`src/hw/rtl/ptz_pkg.sv`:
```
// ----------------------------------------------------------------------------
// ptz_pkg
// Types and constants for the POSIX TZ fixed-offset parser.
// ----------------------------------------------------------------------------
package ptz_pkg;

    typedef enum logic [3:0] {
        PH_LETTERS = 4'd0,
        PH_NAME    = 4'd1,
        PH_SIGN    = 4'd2,
        PH_HFIRST  = 4'd3,
        PH_HRUN    = 4'd4,
        PH_MFIRST  = 4'd5,
        PH_MRUN    = 4'd6,
        PH_SFIRST  = 4'd7,
        PH_SRUN    = 4'd8,
        PH_DONE    = 4'd9,
        PH_FAIL    = 4'd10
    } phase_t;

    localparam int unsigned NUM_W  = 31;        // largest run value 2147483639
    localparam int unsigned PH_W   = 43;        // hours * 3600
    localparam int unsigned PM_W   = 37;        // minutes * 60
    localparam int unsigned TOT_W  = 44;
    localparam int unsigned QX_W   = 16;        // |offset| + 450 before saturation
    localparam int unsigned PROD_W = 33;

    localparam logic [NUM_W-1:0] DIGIT_LIMIT  = 31'd214748363;
    localparam logic [11:0]      SEC_PER_HOUR = 12'd3600;
    localparam logic [5:0]       SEC_PER_MIN  = 6'd60;
    localparam logic [QX_W-1:0]  HALF_QUARTER = 16'd450;
    // |offset| at or above this rounds to 57 or more quarters: clamps anyway
    localparam logic [TOT_W-1:0] SAT_LIMIT    = 44'd50850;
    // floor(x / 900) == (x * RECIP_900) >> RECIP_SHIFT for x < 125203
    localparam logic [16:0]      RECIP_900    = 17'd74566;
    localparam int unsigned      RECIP_SHIFT  = 26;
    localparam logic [6:0]       Q_POS_MAX    = 7'd56;
    localparam logic [6:0]       Q_NEG_MAX    = 7'd48;
    localparam logic [6:0]       Q_SAT        = 7'd63;

    localparam logic [7:0] CH_NUL   = 8'h00;
    localparam logic [7:0] CH_LT    = 8'h3C;
    localparam logic [7:0] CH_GT    = 8'h3E;
    localparam logic [7:0] CH_PLUS  = 8'h2B;
    localparam logic [7:0] CH_MINUS = 8'h2D;
    localparam logic [7:0] CH_COLON = 8'h3A;
    localparam logic [7:0] CH_ZERO  = 8'h30;

endpackage

```
`src/hw/rtl/posix_tz_offset_parser.sv`:
```
// ----------------------------------------------------------------------------
// posix_tz_offset_parser
// Parses the fixed UTC offset of a POSIX TZ string, one character per word.
// ----------------------------------------------------------------------------
// Input channel (char_valid / char_stall / char_in): one byte of the TZ
// string per word, a NUL byte ends the string. Non-NUL bytes only step the
// parser and produce nothing. Each NUL produces exactly one result word on
// the output channel (result_valid / result_stall / parse_ok,
// local_offset_sec, quarter_hours) and returns the parser to its start.
// Throughput: one character per cycle, back to back, while char_stall is low;
// a NUL is accepted like any other byte.
// The offset math runs in a five-stage pipeline behind the parser: capture,
// the hours/minutes products, the sum, range check, and the quarter-hour
// division by reciprocal multiply, then the output register.
// Stall: a stalled result holds; each pipeline stage keeps moving while the
// stage after it has room, so the input (any byte) is stalled only when
// every stage holds a result and the output is stalled.
// Reset: the parser returns to the skip-letters phase and the pipeline
// empties; result_valid is low.
// ----------------------------------------------------------------------------
module posix_tz_offset_parser (
    input  logic              clk,
    input  logic              rst_n,
    input  logic              char_valid,
    output logic              char_stall,
    input  logic [7:0]        char_in,
    output logic              result_valid,
    input  logic              result_stall,
    output logic              parse_ok,
    output logic signed [31:0] local_offset_sec,
    output logic signed [6:0] quarter_hours
);
    import ptz_pkg::*;

    // parser state
    phase_t           phase_reg, phase_next;
    logic             neg_reg, neg_next;
    logic [NUM_W-1:0] hours_reg, hours_next;
    logic [NUM_W-1:0] minutes_reg, minutes_next;
    logic [NUM_W-1:0] seconds_reg, seconds_next;

    // stage 1: snapshot at NUL
    logic             v1_reg, ok1_reg, neg1_reg;
    logic [NUM_W-1:0] h1_reg, m1_reg, s1_reg;
    // stage 2: products
    logic             v2_reg, ok2_reg, neg2_reg;
    logic [PH_W-1:0]  ph2_reg;
    logic [PM_W-1:0]  pm2_reg;
    logic [NUM_W-1:0] s2_reg;
    // stage 3: total seconds
    logic             v3_reg, ok3_reg, neg3_reg;
    logic [TOT_W-1:0] tot3_reg;
    // stage 4: signed offset, range check, rounding input
    logic             v4_reg, ok4_reg, lneg4_reg, sat4_reg;
    logic [31:0]      local4_reg;
    logic [QX_W-1:0]  x4_reg;
    // stage 5: reciprocal product
    logic             v5_reg, ok5_reg, lneg5_reg, sat5_reg;
    logic [31:0]      local5_reg;
    logic [PROD_W-1:0] prod5_reg;
    // output register
    logic             vo_reg, ok_o_reg;
    logic [31:0]      local_o_reg;
    logic [6:0]       q_o_reg;

    logic adv1, adv2, adv3, adv4, adv5, adv_o;
    logic char_acc, is_nul;

    // ---------------- handshake / pipeline advance ----------------
    assign adv_o = !vo_reg || !result_stall;
    assign adv5  = !v5_reg || adv_o;
    assign adv4  = !v4_reg || adv5;
    assign adv3  = !v3_reg || adv4;
    assign adv2  = !v2_reg || adv3;
    assign adv1  = !v1_reg || adv2;

    assign is_nul     = (char_in == CH_NUL);
    assign char_stall = !adv1;
    assign char_acc   = char_valid && !char_stall;

    // ---------------- parser step ----------------
    always_comb
    begin
        phase_t           cur;
        logic             used;
        logic             is_dig, is_let;
        logic [NUM_W-1:0] sel;
        logic [NUM_W-1:0] acc;
        logic             ovf;
        logic [3:0]       dval;

        phase_next   = phase_reg;
        neg_next     = neg_reg;
        hours_next   = hours_reg;
        minutes_next = minutes_reg;
        seconds_next = seconds_reg;

        cur    = phase_reg;
        used   = 1'b0;
        is_dig = (char_in inside {[8'h30:8'h39]});
        is_let = (char_in inside {[8'h41:8'h5A], [8'h61:8'h7A]});
        dval   = 4'(char_in - CH_ZERO);

        case (phase_reg)
            PH_MFIRST, PH_MRUN: sel = minutes_reg;
            PH_SFIRST, PH_SRUN: sel = seconds_reg;
            default:            sel = hours_reg;
        endcase
        ovf = (sel > DIGIT_LIMIT);
        acc = NUM_W'({sel, 3'b000} + {2'b00, sel, 1'b0} + {{(NUM_W-1){1'b0}}, dval});

        if (cur == PH_LETTERS)
        begin
            if (is_let)
                used = 1'b1;
            else if (char_in == CH_LT)
            begin
                phase_next = PH_NAME;
                used       = 1'b1;
            end
            else
                cur = PH_SIGN;
        end
        else if (cur == PH_NAME)
        begin
            if (char_in == CH_GT)
                phase_next = PH_SIGN;
            used = 1'b1;
        end

        if (!used && cur == PH_SIGN)
        begin
            if (char_in == CH_PLUS)
            begin
                phase_next = PH_HFIRST;
                used       = 1'b1;
            end
            else if (char_in == CH_MINUS)
            begin
                neg_next   = 1'b1;
                phase_next = PH_HFIRST;
                used       = 1'b1;
            end
            else
                cur = PH_HFIRST;
        end

        if (!used)
        begin
            case (cur)
                PH_HFIRST, PH_HRUN:
                begin
                    if (is_dig)
                    begin
                        phase_next = ovf ? PH_FAIL : PH_HRUN;
                        if (!ovf)
                            hours_next = acc;
                    end
                    else if (cur == PH_HFIRST)
                        phase_next = PH_FAIL;
                    else
                        phase_next = (char_in == CH_COLON) ? PH_MFIRST : PH_DONE;
                end
                PH_MFIRST, PH_MRUN:
                begin
                    if (is_dig)
                    begin
                        phase_next = ovf ? PH_FAIL : PH_MRUN;
                        if (!ovf)
                            minutes_next = acc;
                    end
                    else if (cur == PH_MFIRST)
                        phase_next = PH_FAIL;
                    else
                        phase_next = (char_in == CH_COLON) ? PH_SFIRST : PH_DONE;
                end
                PH_SFIRST, PH_SRUN:
                begin
                    if (is_dig)
                    begin
                        phase_next = ovf ? PH_FAIL : PH_SRUN;
                        if (!ovf)
                            seconds_next = acc;
                    end
                    else
                        phase_next = (cur == PH_SFIRST) ? PH_FAIL : PH_DONE;
                end
                default:
                    phase_next = cur;   // done, failed and unused codes hold
            endcase
        end

        if (is_nul)
        begin
            phase_next   = PH_LETTERS;
            neg_next     = 1'b0;
            hours_next   = '0;
            minutes_next = '0;
            seconds_next = '0;
        end
    end

    always_ff @(posedge clk or negedge rst_n)
    begin
        if (!rst_n)
        begin
            phase_reg   <= PH_LETTERS;
            neg_reg     <= 1'b0;
            hours_reg   <= '0;
            minutes_reg <= '0;
            seconds_reg <= '0;
        end
        else if (char_acc)
        begin
            phase_reg   <= phase_next;
            neg_reg     <= neg_next;
            hours_reg   <= hours_next;
            minutes_reg <= minutes_next;
            seconds_reg <= seconds_next;
        end
    end

    // ---------------- offset pipeline: valid bits ----------------
    always_ff @(posedge clk or negedge rst_n)
    begin
        if (!rst_n)
        begin
            v1_reg <= 1'b0;
            v2_reg <= 1'b0;
            v3_reg <= 1'b0;
            v4_reg <= 1'b0;
            v5_reg <= 1'b0;
            vo_reg <= 1'b0;
        end
        else
        begin
            if (adv1)
                v1_reg <= char_acc && is_nul;
            if (adv2)
                v2_reg <= v1_reg;
            if (adv3)
                v3_reg <= v2_reg;
            if (adv4)
                v4_reg <= v3_reg;
            if (adv5)
                v5_reg <= v4_reg;
            if (adv_o)
                vo_reg <= v5_reg;
        end
    end

    // ---------------- offset pipeline: payload ----------------
    logic             fits4_next;
    logic [31:0]      local4_next;
    logic             sat4_next;
    logic [QX_W-1:0]  x4_next;
    logic [6:0]       qmag_o, qlim_o, q_o_next;

    always_comb
    begin
        // total <= 2^31-1 when local is positive, total <= 2^31 when negative
        fits4_next = (tot3_reg[TOT_W-1:31] == '0) ||
                     (!neg3_reg && tot3_reg == (TOT_W'(1) << 31));
        local4_next = neg3_reg ? tot3_reg[31:0] : 32'(-tot3_reg[31:0]);
        sat4_next   = (tot3_reg >= SAT_LIMIT);
        x4_next     = tot3_reg[QX_W-1:0] + HALF_QUARTER;

        qmag_o   = sat5_reg ? Q_SAT : prod5_reg[PROD_W-1:RECIP_SHIFT];
        if (lneg5_reg)
        begin
            qlim_o   = (qmag_o > Q_NEG_MAX) ? Q_NEG_MAX : qmag_o;
            q_o_next = 7'(-qlim_o);
        end
        else
        begin
            qlim_o   = (qmag_o > Q_POS_MAX) ? Q_POS_MAX : qmag_o;
            q_o_next = qlim_o;
        end
    end

    always_ff @(posedge clk)
    begin
        if (adv1 && char_acc && is_nul)
        begin
            ok1_reg  <= (phase_reg inside {PH_HRUN, PH_MRUN, PH_SRUN, PH_DONE});
            neg1_reg <= neg_reg;
            h1_reg   <= hours_reg;
            m1_reg   <= minutes_reg;
            s1_reg   <= seconds_reg;
        end
        if (adv2)
        begin
            ok2_reg  <= ok1_reg;
            neg2_reg <= neg1_reg;
            ph2_reg  <= {{(PH_W-NUM_W){1'b0}}, h1_reg} * {{(PH_W-12){1'b0}}, SEC_PER_HOUR};
            pm2_reg  <= {{(PM_W-NUM_W){1'b0}}, m1_reg} * {{(PM_W-6){1'b0}}, SEC_PER_MIN};
            s2_reg   <= s1_reg;
        end
        if (adv3)
        begin
            ok3_reg  <= ok2_reg;
            neg3_reg <= neg2_reg;
            tot3_reg <= {{(TOT_W-PH_W){1'b0}}, ph2_reg} +
                        {{(TOT_W-PM_W){1'b0}}, pm2_reg} +
                        {{(TOT_W-NUM_W){1'b0}}, s2_reg};
        end
        if (adv4)
        begin
            // invalid strings carry zeros to the output
            ok4_reg    <= ok3_reg && fits4_next;
            local4_reg <= (ok3_reg && fits4_next) ? local4_next : 32'd0;
            lneg4_reg  <= ok3_reg && fits4_next && !neg3_reg && (tot3_reg != '0);
            sat4_reg   <= ok3_reg && fits4_next && sat4_next;
            x4_reg     <= (ok3_reg && fits4_next && !sat4_next) ? x4_next : '0;
        end
        if (adv5)
        begin
            ok5_reg    <= ok4_reg;
            lneg5_reg  <= lneg4_reg;
            sat5_reg   <= sat4_reg;
            local5_reg <= local4_reg;
            prod5_reg  <= {{(PROD_W-QX_W){1'b0}}, x4_reg} *
                          {{(PROD_W-17){1'b0}}, RECIP_900};
        end
        if (adv_o)
        begin
            ok_o_reg    <= ok5_reg;
            local_o_reg <= local5_reg;
            q_o_reg     <= q_o_next;
        end
    end

    assign result_valid     = vo_reg;
    assign parse_ok         = ok_o_reg;
    assign local_offset_sec = signed'(local_o_reg);
    assign quarter_hours    = signed'(q_o_reg);

    // ---------------- assertions ----------------
    a_invalid_zero: assert property (@(posedge clk) disable iff (!rst_n)
        (result_valid && !parse_ok) |-> (local_offset_sec == 0 && quarter_hours == 0))
        else $error("invalid result carries a nonzero offset");

    a_q_range: assert property (@(posedge clk) disable iff (!rst_n)
        result_valid |-> (quarter_hours >= -7'sd48 && quarter_hours <= 7'sd56))
        else $error("quarter_hours outside clamp range");

    a_q_sign: assert property (@(posedge clk) disable iff (!rst_n)
        (result_valid && local_offset_sec >= 0) |-> (quarter_hours >= 0))
        else $error("quarter_hours sign disagrees with offset");

    a_nul_resets: assert property (@(posedge clk) disable iff (!rst_n)
        (char_valid && !char_stall && char_in == CH_NUL) |=> (phase_reg == PH_LETTERS))
        else $error("parser not back at start after NUL");

endmodule
```
`config.mk`:
```
export PLATFORM = sky130hd
export DESIGN_NAME = posix_tz_offset_parser
export DESIGN_NICKNAME = d
export VERILOG_FILES = /design/src/hw/rtl/ptz_pkg.sv /design/src/hw/rtl/posix_tz_offset_parser.sv
export SDC_FILE = /design/constraint.sdc
export NUM_CORES = 1
export LEC_CHECK = 0
export BUFFER_PORTS_ARGS = -buffer_cell sky130_fd_sc_hd__buf_2
export CAP_MARGIN = 30
export CORE_ASPECT_RATIO = 2
export CORE_MARGIN = 10
export CORE_UTILIZATION = 30
export CTS_CLUSTER_DIAMETER = 120
export DETAILED_ROUTE_END_ITERATION = 8
export GPL_TIMING_DRIVEN = 0
export SYNTH_ARGS = -nofsm -noshare
export SYNTH_HDL_FRONTEND = slang
export SYNTH_SLANG_ARGS = --single-unit
```
`constraint.sdc`:
```
create_clock -name clk -period 9.1 [get_ports clk]
set_input_delay 0.455 -clock clk [delete_from_list [all_inputs] [get_ports clk]]
set_output_delay 0.455 -clock clk [all_outputs]
set_load 0.005 [all_outputs]
```
# After elaboration in Yosys (flattened, before gate mapping)
# Index checks and enable logic that the tools add are counted.
# totals
latchBits	0
mem_count	0
elab_cells	190
mem_bits_ro	0
ramBits	0
output_inout_bits	42
ff_bits	510
# op_classes
eq_ne	23
n_bitwise	0
addsub	8
n_mul	3
n_mux	56
div	0
n_reduce_logical	53
shifts	0
order_cmp	10
# ops
cell	count
$mux 31	11
$mux 4	24
$pmux 31 s2	1
$add 43x37->44	1
$add 44x31->44	1
$eq 44x32->1 const B	1
$ge 44x16->1 const B	1
$reduce_bool 44->1	1
$eq 8x6->1 const B	5
$mul 31x8->39 const B	1
$mul 31x4->35 const B	1
$eq 4x3->1 const B	8
$mul 16x16->32 const B	1
$mux 32	1
$neg 32->32	1
$add 31x31->31	1
$add 31x4->31	1
$gt 31x28->1 const B	1
$mux 7	4
$add 16x9->16 const B	1
$ge 8x7->1 const B	2
$le 8x7->1 const B	2
$reduce_and 5->1	3
$gt 7x6->1 const B	2
21 further kinds	77

# Logic depth before layout (Yosys ltp)
# Gate-level depths: netlist of the first run.
# depth
depth_word	14
mapped_depth	21

# Worst setup path after synthesis of the first run
# OpenSTA, ideal clock, no wires.
# synth_path
path_type	input-to-reg
start	input result_stall
end	register neg2_reg, enable pin
t_required_ns	7.850
stages	3
t_arrival_ns	4.483
setup_slack_ns	3.367
setup_ns	1.250
path_cell_list	nand3_1 -> nor2_1 -> nand3_1
# synth_between
elab_chain_len	6
# synth_lines
element	line	text
start, declared	posix_tz_offset_parser.sv:28	input logic result_stall,
$logic_not 1->1	posix_tz_offset_parser.sv:70	assign adv_o = !vo_reg || !result_stall;
$logic_or 1x1->1	posix_tz_offset_parser.sv:70	
$logic_or 1x1->1	posix_tz_offset_parser.sv:71	assign adv5 = !v5_reg || adv_o;
$logic_or 1x1->1	posix_tz_offset_parser.sv:72	assign adv4 = !v4_reg || adv5;
$logic_or 1x1->1	posix_tz_offset_parser.sv:73	assign adv3 = !v3_reg || adv4;
$logic_or 1x1->1	posix_tz_offset_parser.sv:74	assign adv2 = !v2_reg || adv3;
named net adv2	posix_tz_offset_parser.sv:66	logic adv1, adv2, adv3, adv4, adv5, adv_o;
end signal, assigned	posix_tz_offset_parser.sv:294	neg2_reg <= neg1_reg;
end, declared	posix_tz_offset_parser.sv:46	logic v2_reg, ok2_reg, neg2_reg;
# The timed path passes the listed nets, and every way through them passes these cells.
# A chain may end at the register's enable or synchronous reset.

# Worst setup path in the final report of the first run
# layout_path
start	register phase_reg[1]
end	register seconds_reg[29]
# layout_between
elab_chain_len	10
# layout_lines
element	line	text
start, declared	posix_tz_offset_parser.sv:36	phase_t phase_reg, phase_next;
start signal, assigned	posix_tz_offset_parser.sv:215	phase_reg <= phase_next;
$eq 4x4->1 (tied with other cells)	posix_tz_offset_parser.sv:104	case (phase_reg)
$reduce_or 2->1 (tied with other cells)	posix_tz_offset_parser.sv:104	
$pmux 31 s2 (tied with other cells)	posix_tz_offset_parser.sv:104	
$add 31x31->31 (tied with other cells)	posix_tz_offset_parser.sv:110	acc = NUM_W'({sel, 3'b000} + {2'b00, sel, 1'b0} + {{(NUM_W-1){1'b0}}, dval});
$add 31x4->31 (tied with other cells)	posix_tz_offset_parser.sv:110	
$mux 31 / $mux 4 (equally long branches)	posix_tz_offset_parser.sv:182, posix_tz_offset_parser.sv:131	
$mux 31 (tied with other cells)	n/a	
$mux 31 / $reduce_or 2->1 (equally long branches)	posix_tz_offset_parser.sv:150	case (cur)
$mux 31 / $reduce_bool 2->1 (equally long branches)	n/a	
$mux 31 / $reduce_and 5->1 (equally long branches)	n/a	
end signal, assigned	posix_tz_offset_parser.sv:219	seconds_reg <= seconds_next;
end, declared	posix_tz_offset_parser.sv:40	logic [NUM_W-1:0] seconds_reg, seconds_next;
# Parallel ways exist; a longest one is shown, timed or not. The select of a mux whose other input is x is not followed.

==> impl_results.md, run 1 <==
* Worst-Skew Late Latency at 0.61 ns
* CTS Buffer Depth at 3
* Worst hold path class: input pin to register
* Dpl cells at 4434
* Global route total overflow at 0
* Syn_area_per_cell at 11.5 um^2
* Relative slew slack at 30.8%
* Initial DRC Count at 917
* WP data arrival at 7.43 ns
* CP startpoint kind: register
* LEAKAGE at 17.5 nW
* Register-to-Register Setup Slack at 2.15 ns
* Total track usage at 14.5%
* I/O Buffers at 53
* Seq/Total Area, Yosys at 42.1%
* I/O pin cnt at 54
* Area grow syn2layout at 12.2%
* Final period utilization at 76.3%
* Net Count, Synth at 3489
* Commonest non-fill, non-tap cells in the layout: ha_1 (393), edfxtp_1 (381), inv_1 (290)
* DRC viols at 0
* Slew Limit Fails at 0
* Via count at 22500
* Max-Cap Viols at 0
* Met1 Use GR at 11.8%
* Die ar. at 126000 um^2
* # H-tree levels at 2
* Yosys cell types at 86
* Worst Path Max Fanout at 10
* Initial Util at 30.3%
* Layout Nets at 3604
* Avg WL per Cell at 20.4 um
* F_max at 144 MHz
* Mapped Cells at 2889
* DIE WIDTH at 256 um
* Peak VDD IR at 0.113 mV
* Final ANT Viol Nets at 0
* Hold Fails Final Rpt at 0
* Top_reg_cell synth: edfxtp_1
* Largest net degree at the start of global routing at 85
* Most used routing layer: met2
* TritonCTS clock tree: done
* Global-route wire length before repair at 139000 um
* Post-CTS Setup Repair Bufs at 0
* TritonCTS Buffers at 44
* TNS Setup at 0 ns
* Number of global-route vias before repair at 24200
* FP Rows at 172
* CP Class: register to register
* Met3 Usage GRT at 1.56%
* RSZ-0062 raised after global routing: no
* Flops & latches, synth at 485
* Slew @ Worst Pin at 1.03 ns
* Drt total wl at 92400 um
* Dpl hpwl at 76800 um
* Async S/R FF share, synth at 21.4%
* Vert. Die Dim at 491 um
* CTS sink cnt at 485
* Max reg flops at 44
* Met2 Use GR at 30.3%
* Fin crit period at 6.95 ns
* Share of cells above drive strength 1 at 7.63%
* Post-synth EDFFs at 381
* Worst-path clk slew at 0.08 ns
* Pwr dens at 162 nW/um^2
* Yosys Warn Count at 0
* DR vias/cell at 4.98
* Core ar. at 110000 um^2
* Skew final at 0.0293 ns
* Fin cells at 4523
* Antenna violations before repair at 4
* Routability Congestion at 0.967
* Post-synthesis cell area at 33300 um^2
* Final setup vio count at 0
* CP Data Required Time at 9.58 ns
* Most common cell after layout, fill and taps aside: ha_1
* Hold Slack at 0.256 ns
* Status: finished clean
* Crit end category: register
* Pre-antenna DRT Iters at 5
* Clock Tree Root: clkbuf_16
synth_stat cells, types with 44 or more instances:
library cell,count,share of area [%]
ha_1,393,15
nand3_1,119,1.8
clkbuf_1,44,0.50
edfxtp_1,381,34
a21oi_1,156,2.3
dfrtp_1,104,7.8
nand2_1,127,1.4
inv_1,292,3.3
xnor2_1,121,3.2
nor2_1,161,1.8
a21o_1,102,2.3
fa_1,195,12
o21ai_0,109,1.6
metal layers:
| metal | vias to the layer above | part of all wire, % |
|---|---|---|
| met5 | - | 0.021 |
| met4 | 2 | 8.6 |
| met3 | 256 | 2.7 |
| met2 | 469 | 58 |
| met1 | 11100 | 30 |
| li1 | 10700 | - |
metrics by stage:
stage / worst slack (ns) / utilization (%) / instance area, um^2 / total power, W
2_1_floorplan: 3.37 / - / 33300 / 0.00347
3_5_place_dp: 2.24 / 32.4 / 35700 / 0.00398
3_3_place_gp: 1.01 / 32.2 / 35500 / 0.00396
6_report: 2.15 / 33.9 / 37400 / 0.00607
4_1_cts: 2.21 / 33.9 / 37400 / 0.00610
5_1_grt: 2.11 / 33.9 / 37400 / 0.00629
critical path, cell delays in order (launching register included):
cell       delay, ns
dfrtp_1         0.36
buf_4           0.16
buf_6           0.16
o21ba_2         0.24
a21oi_1         0.44
buf_2           0.46
buf_2           0.39
buf_1           0.72
nand2_1         0.13
nand3_1         0.29
ha_1            0.29
ha_1            0.23
a211oi_1        0.31
o21bai_1        0.23
a2111oi_1       0.55
buf_2           0.28
o31ai_1         0.22
a211o_1         0.35
a21o_1          0.19
a21oi_1         0.17
xor2_1          0.30
nor3_1          0.09
o21a_1          0.20
where the power goes:
group	leakage, nW	switching, W	internal [W]
sequential	5.62	0.000107	0.00247
combinational	11.1	0.000921	0.000458
clock	0.795	0.000908	0.00120
area by class of cell:
type / count / area, um^2
Fill cell: 11100 / 72800
Multi-Input combinational cell: 2031 / 17800
Sequential cell: 485 / 14000
Tap cell: 1479 / 1850
Clock buffer: 52 / 1250
Inverter: 292 / 1100
Timing Repair Buffer: 69 / 518
Clock inverter: 30 / 404
Buffer: 81 / 398
Antenna cell: 4 / 10.0
timing repair:
item | in CTS | in global routing
endpoints found under the hold margin | 20 | 0
resized for setup | 0 | 0
hold buffers | 1 | 0
endpoints found under the setup margin | 0 | 0
kinds of logic (layout without fill, tap and decap cells):
kind of cell               after synthesis  after routing  share of synthesized area [%]
and+or+nand+nor                        612            612                           9.06
DFF                                    485            485                           42.1
muxes                                   29             29                          0.920
buffers and inverters                  373            524                           4.48
adders and majority gates              589            589                           26.5
xor gates and xnor gates               162            162                           4.26
AOI/OAI and AO/OA                      639            639                           12.7
other                                    0              4                              0
final timing paths:
path / startpoint / cells past startpoint / endpoint
min in group asynchronous: rst_n / 2 / hours_reg[3]
min: char_in[0] / 3 / minutes_reg[0]
max in group asynchronous: rst_n / 3 / hours_reg[29]
max reg2reg: phase_reg[1] / 22 / seconds_reg[29]
min reg2reg: local5_reg[30] / 0 / local_offset_sec[30]
max: phase_reg[1] / 22 / seconds_reg[29]
(Power assumes the default switching activity.)
==> run 2, diff against run 1 <==
--- a/config.mk
+++ b/config.mk
@@ -5,6 +5,7 @@
 export SDC_FILE = /design/constraint.sdc
 export NUM_CORES = 1
 export LEC_CHECK = 0
+export ABC_AREA = 1
 export BUFFER_PORTS_ARGS = -buffer_cell sky130_fd_sc_hd__buf_2
 export CAP_MARGIN = 30
 export CORE_ASPECT_RATIO = 2
==> constraint.sdc (replaced) <==
create_clock -name clk -period 6.95 [get_ports clk]
set_input_delay 0.3475 -clock clk [delete_from_list [all_inputs] [get_ports clk]]
set_output_delay 0.3475 -clock clk [all_outputs]
set_load 0.005 [all_outputs]
==> run 2 against run 1 <==
Effect of this change:
- synthesized area up 0.57%
- core utilization decreased by 0.15 points
- non-clock buffer count down 44
- count of clock-buffer cells in the layout decreased by 3
- flip-flop and latch count is the same
- design area rose by 0.33%
- total power is 17% higher
- worst setup slack worse by 0.64 ns
- critical path type unchanged
- critical endpoint is now prod5_reg[32]
- largest cell class unchanged
==> impl_results.md, run 2 <==
* Dpl cells at 4870 (+9.8%)
* Worst Path Max Fanout at 7 (-3)
* Multiplexer share of the synthesized area at 0% (-0.92 points)
* Antenna violations before repair at 1 (-3)
* Top_reg_cell synth: edfxtp_1
* I/O pin cnt at 54 (unchanged)
* Footprint of the multi-input gates at 17500 um^2 (-2.1%)
* Total Power at 0.00710 W (+17%)
* Yosys Warn Count at 0 (unchanged)
* F_max at 184 MHz (+28%)
* Fin crit period at 5.44 ns (-1.51 ns)
* Post-synthesis cell area at 33500 um^2 (+0.57%)
* FP Rows at 173 (+0.58%)
* Max reg flops at 44 (unchanged)
* Commonest non-fill, non-tap cells in the layout: nand2_1 (588), inv_1 (460), ha_1 (393)
* Pre-CTS WS at 1.08 ns (-1.17 ns)
* Initial DRC Count at 975 (+6.3%)
* Peak VDD IR at 0.160 mV (+42%)
* Slew @ Worst Pin at 0.965 ns (-0.0631 ns)
* Final setup vio count at 0 (unchanged)
* Fin cells at 4953 (+9.5%)
* Most frequent cell after synthesis: nand2_1
* Hold Fails Final Rpt at 0 (unchanged)
* CTS Buffer Depth at 3 (unchanged)
* Post-synthesis compound-gate area fraction at 8.98% (-3.7 points)
* Post-synth top area share at 34.1% (-0.19 points)
* Initial Util at 30.2% (-0.063 points)
* Vert. Die Dim at 493 um (+0.27%)
* Total track usage at 14.1% (-0.40 points)
* Async S/R FF share, synth at 21.4% (unchanged)
* Simple-gate share of the synthesized area at 13.1% (+4.0 points)
* Final period utilization at 78.3% (+1.9 points)
* CTS sink cnt at 485 (unchanged)
* Layout Nets at 4030 (+12%)
* LEAKAGE at 18.2 nW (+4.0%)
* CP Class: register to register
* Net Count, Synth at 3919 (+12%)
* DIE WIDTH at 256 um (+0.26%)
* Critical R2R Capture: prod5_reg[32]
* Worst-Skew Late Latency at 0.61 ns (about the same)
* Avg WL per Cell at 18.2 um (-11%)
* Fill cell count at 11200 (+1.0%)
* Worst-path clk slew at 0.07 ns (about the same)
* WHS Endpoint: hours_reg[0]
* Cell taking the most area after synthesis: edfxtp_1
* Area grow syn2layout at 11.9%
* Setup ws final at 1.51 ns (-0.642 ns)
* Pwr dens at 189 nW/um^2 (+17%)
* Relative slew slack at 35.1% (+4.2 points)
* Pre-antenna DRT Iters at 8 (+3)
* Slew Limit Fails at 0 (unchanged)
* Worst hold path class: input pin to register
* Dpl hpwl at 76800 um (about the same)
* Post-synth EDFFs at 381 (unchanged)
* DRC viols at 0 (unchanged)
* DR vias/cell at 4.72 (-5.2%)
* Post-Synth Adder-Cell Area at 26.3% (-0.18 points)
* Global-route wire length before repair at 137000 um (-1.5%)
* Worst Reg2Reg Path Length in Cells at 20 (-9.1%)
* Largest family of logic cells by synthesized area: adder cells
* Skew final at 0.0418 ns (+0.0124 ns)
* Mapped Cells at 3319 (+15%)
* TritonCTS Buffers at 43 (-2.3%)
* XOR/XNOR Fraction of Synth Area at 3.63% (-0.62 points)
* Hold Path Cell Cnt at 3 (unchanged)
* Crit end category: register
* Seq/Total Area, Yosys at 41.9% (-0.24 points)
* Fin util at 33.8% (-0.15 points)
* Final ANT Viol Nets at 0 (unchanged)
* Core ar. at 111000 um^2 (+0.78%)
* WP data arrival at 5.81 ns (-1.62 ns)
* TritonCTS clock tree: done
* Syn_area_per_cell at 10.1 um^2 (-12%)
* Register area at 14000 um^2 (unchanged)
* Share of cells above drive strength 1 at 6.20% (-1.4 points)
* Register-to-Register Setup Slack at 1.51 ns (-0.64 ns)
* TNS Setup at 0 ns (unchanged)
* # H-tree levels at 2 (unchanged)
* Largest net degree at the start of global routing at 68 (-20%)
* Routability Congestion at 0.905 (-6.4%)
* I/O Buffers at 53 (unchanged)
* CP startpoint kind: register
* Die ar. at 126000 um^2 (+0.53%)
* Global route total overflow at 0 (unchanged)
* RR Startpoint: x4_reg[8]
* Most common cell after layout, fill and taps aside: nand2_1
* Max-Cap Viols at 0 (unchanged)
* Status: finished clean
* CP Data Required Time at 7.32 ns (-2.26 ns)
* Number of global-route vias before repair at 25500 (+5.5%)
* RSZ-0062 raised after global routing: no
* Hold Path Origin: char_in[0]
* Ranking of synthesized cells by area: edfxtp_1 (34%), ha_1 (15%), fa_1 (12%)
* Via count at 23400 (+3.8%)
* Clock Tree Root: clkbuf_16
* Setup crit start: x4_reg[8]
* Flops & latches, synth at 485 (unchanged)
* Drt total wl at 90000 um (-2.5%)
* Yosys cell types at 57 (-34%)
* Commonest cells in the netlist: nand2_1 (589), inv_1 (464), ha_1 (393), edfxtp_1 (381), nor2_1 (246)
run 2: critical path, cell delays in order, from the launching register on:
cell	delay, ns
edfxtp_1	0.62
ha_1	0.39
ha_1	0.27
inv_1	0.04
fa_1	0.47
inv_1	0.06
fa_1	0.54
inv_1	0.06
fa_1	0.50
fa_1	0.55
inv_1	0.04
ha_1	0.31
a21oi_1	0.23
o21a_1	0.17
nor3_1	0.06
nor2_1	0.10
nor4_1	0.05
a2111oi_0	0.51
nand2_1	0.11
nand2_1	0.07
nand2_1	0.04
run 2: worst max-delay path by stage:
| stage | to | slack, ns | cells past startpoint |
|---|---|---|---|
| floorplan | minutes_reg[16] | 0.09 | 16 |
| global placement | minutes_reg[15] | -2.21 | 17 |
| detailed placement | minutes_reg[13] | 1.08 | 17 |
| CTS | minutes_reg[13] | 1.12 | 16 |
| global route | prod5_reg[32] | 1.10 | 20 |
| finish | prod5_reg[32] | 1.51 | 20 |
run 2: logic make-up (layout without fill, tap and decap cells):
group,Yosys count,count (layout)
adder cells (fa/ha/maj),588,588
AND/OR/NAND/NOR,1056,1056
buffers and inverters,512,658
AO/OA/AOI/OAI,539,539
other,0,1
flip-flops,485,485
XOR/XNOR,139,139
run 2: power by group:
part / internal, W / switching, W / leakage (nW)
Sequential: 0.00320 / 0.0000822 / 5.69
Combinational: 0.000304 / 0.000748 / 11.7
Clock: 0.00160 / 0.00117 / 0.783
run 2: cell type report:
type | count | share of cell area, %
clock inverters | 31 | 1.34
multi-input cells | 2322 | 46.5
diodes | 1 | 0.00667
well taps | 1487 | 4.96
flip-flops and latches | 485 | 37.4
inverters | 472 | 4.76
repair buffers | 66 | 1.25
clock buffers | 49 | 3.01
plain buffers | 40 | 0.734
run 2: timing repair:
action                                 4_1_cts  5_1_grt
endpoints found under the hold margin       37        0
resized for setup                            0        0
hold buffers                                 1        0
buffers inserted                             0        0
run 2: through the flow:
step	area, um^2	hold WS [ns]
final	37500	0.171
after global routing	37500	0.199
after CTS	37500	0.132
after detailed placement	35900	0.360
after global placement	35700	0.401
after floorplan	33600	0.0519
run 2: metal layers:
layer,track usage (%),wire length (um)
met3,1.01,1630
met4,11.9,8400
met2,30.6,54400
met5,0,0
met1,10.4,25600
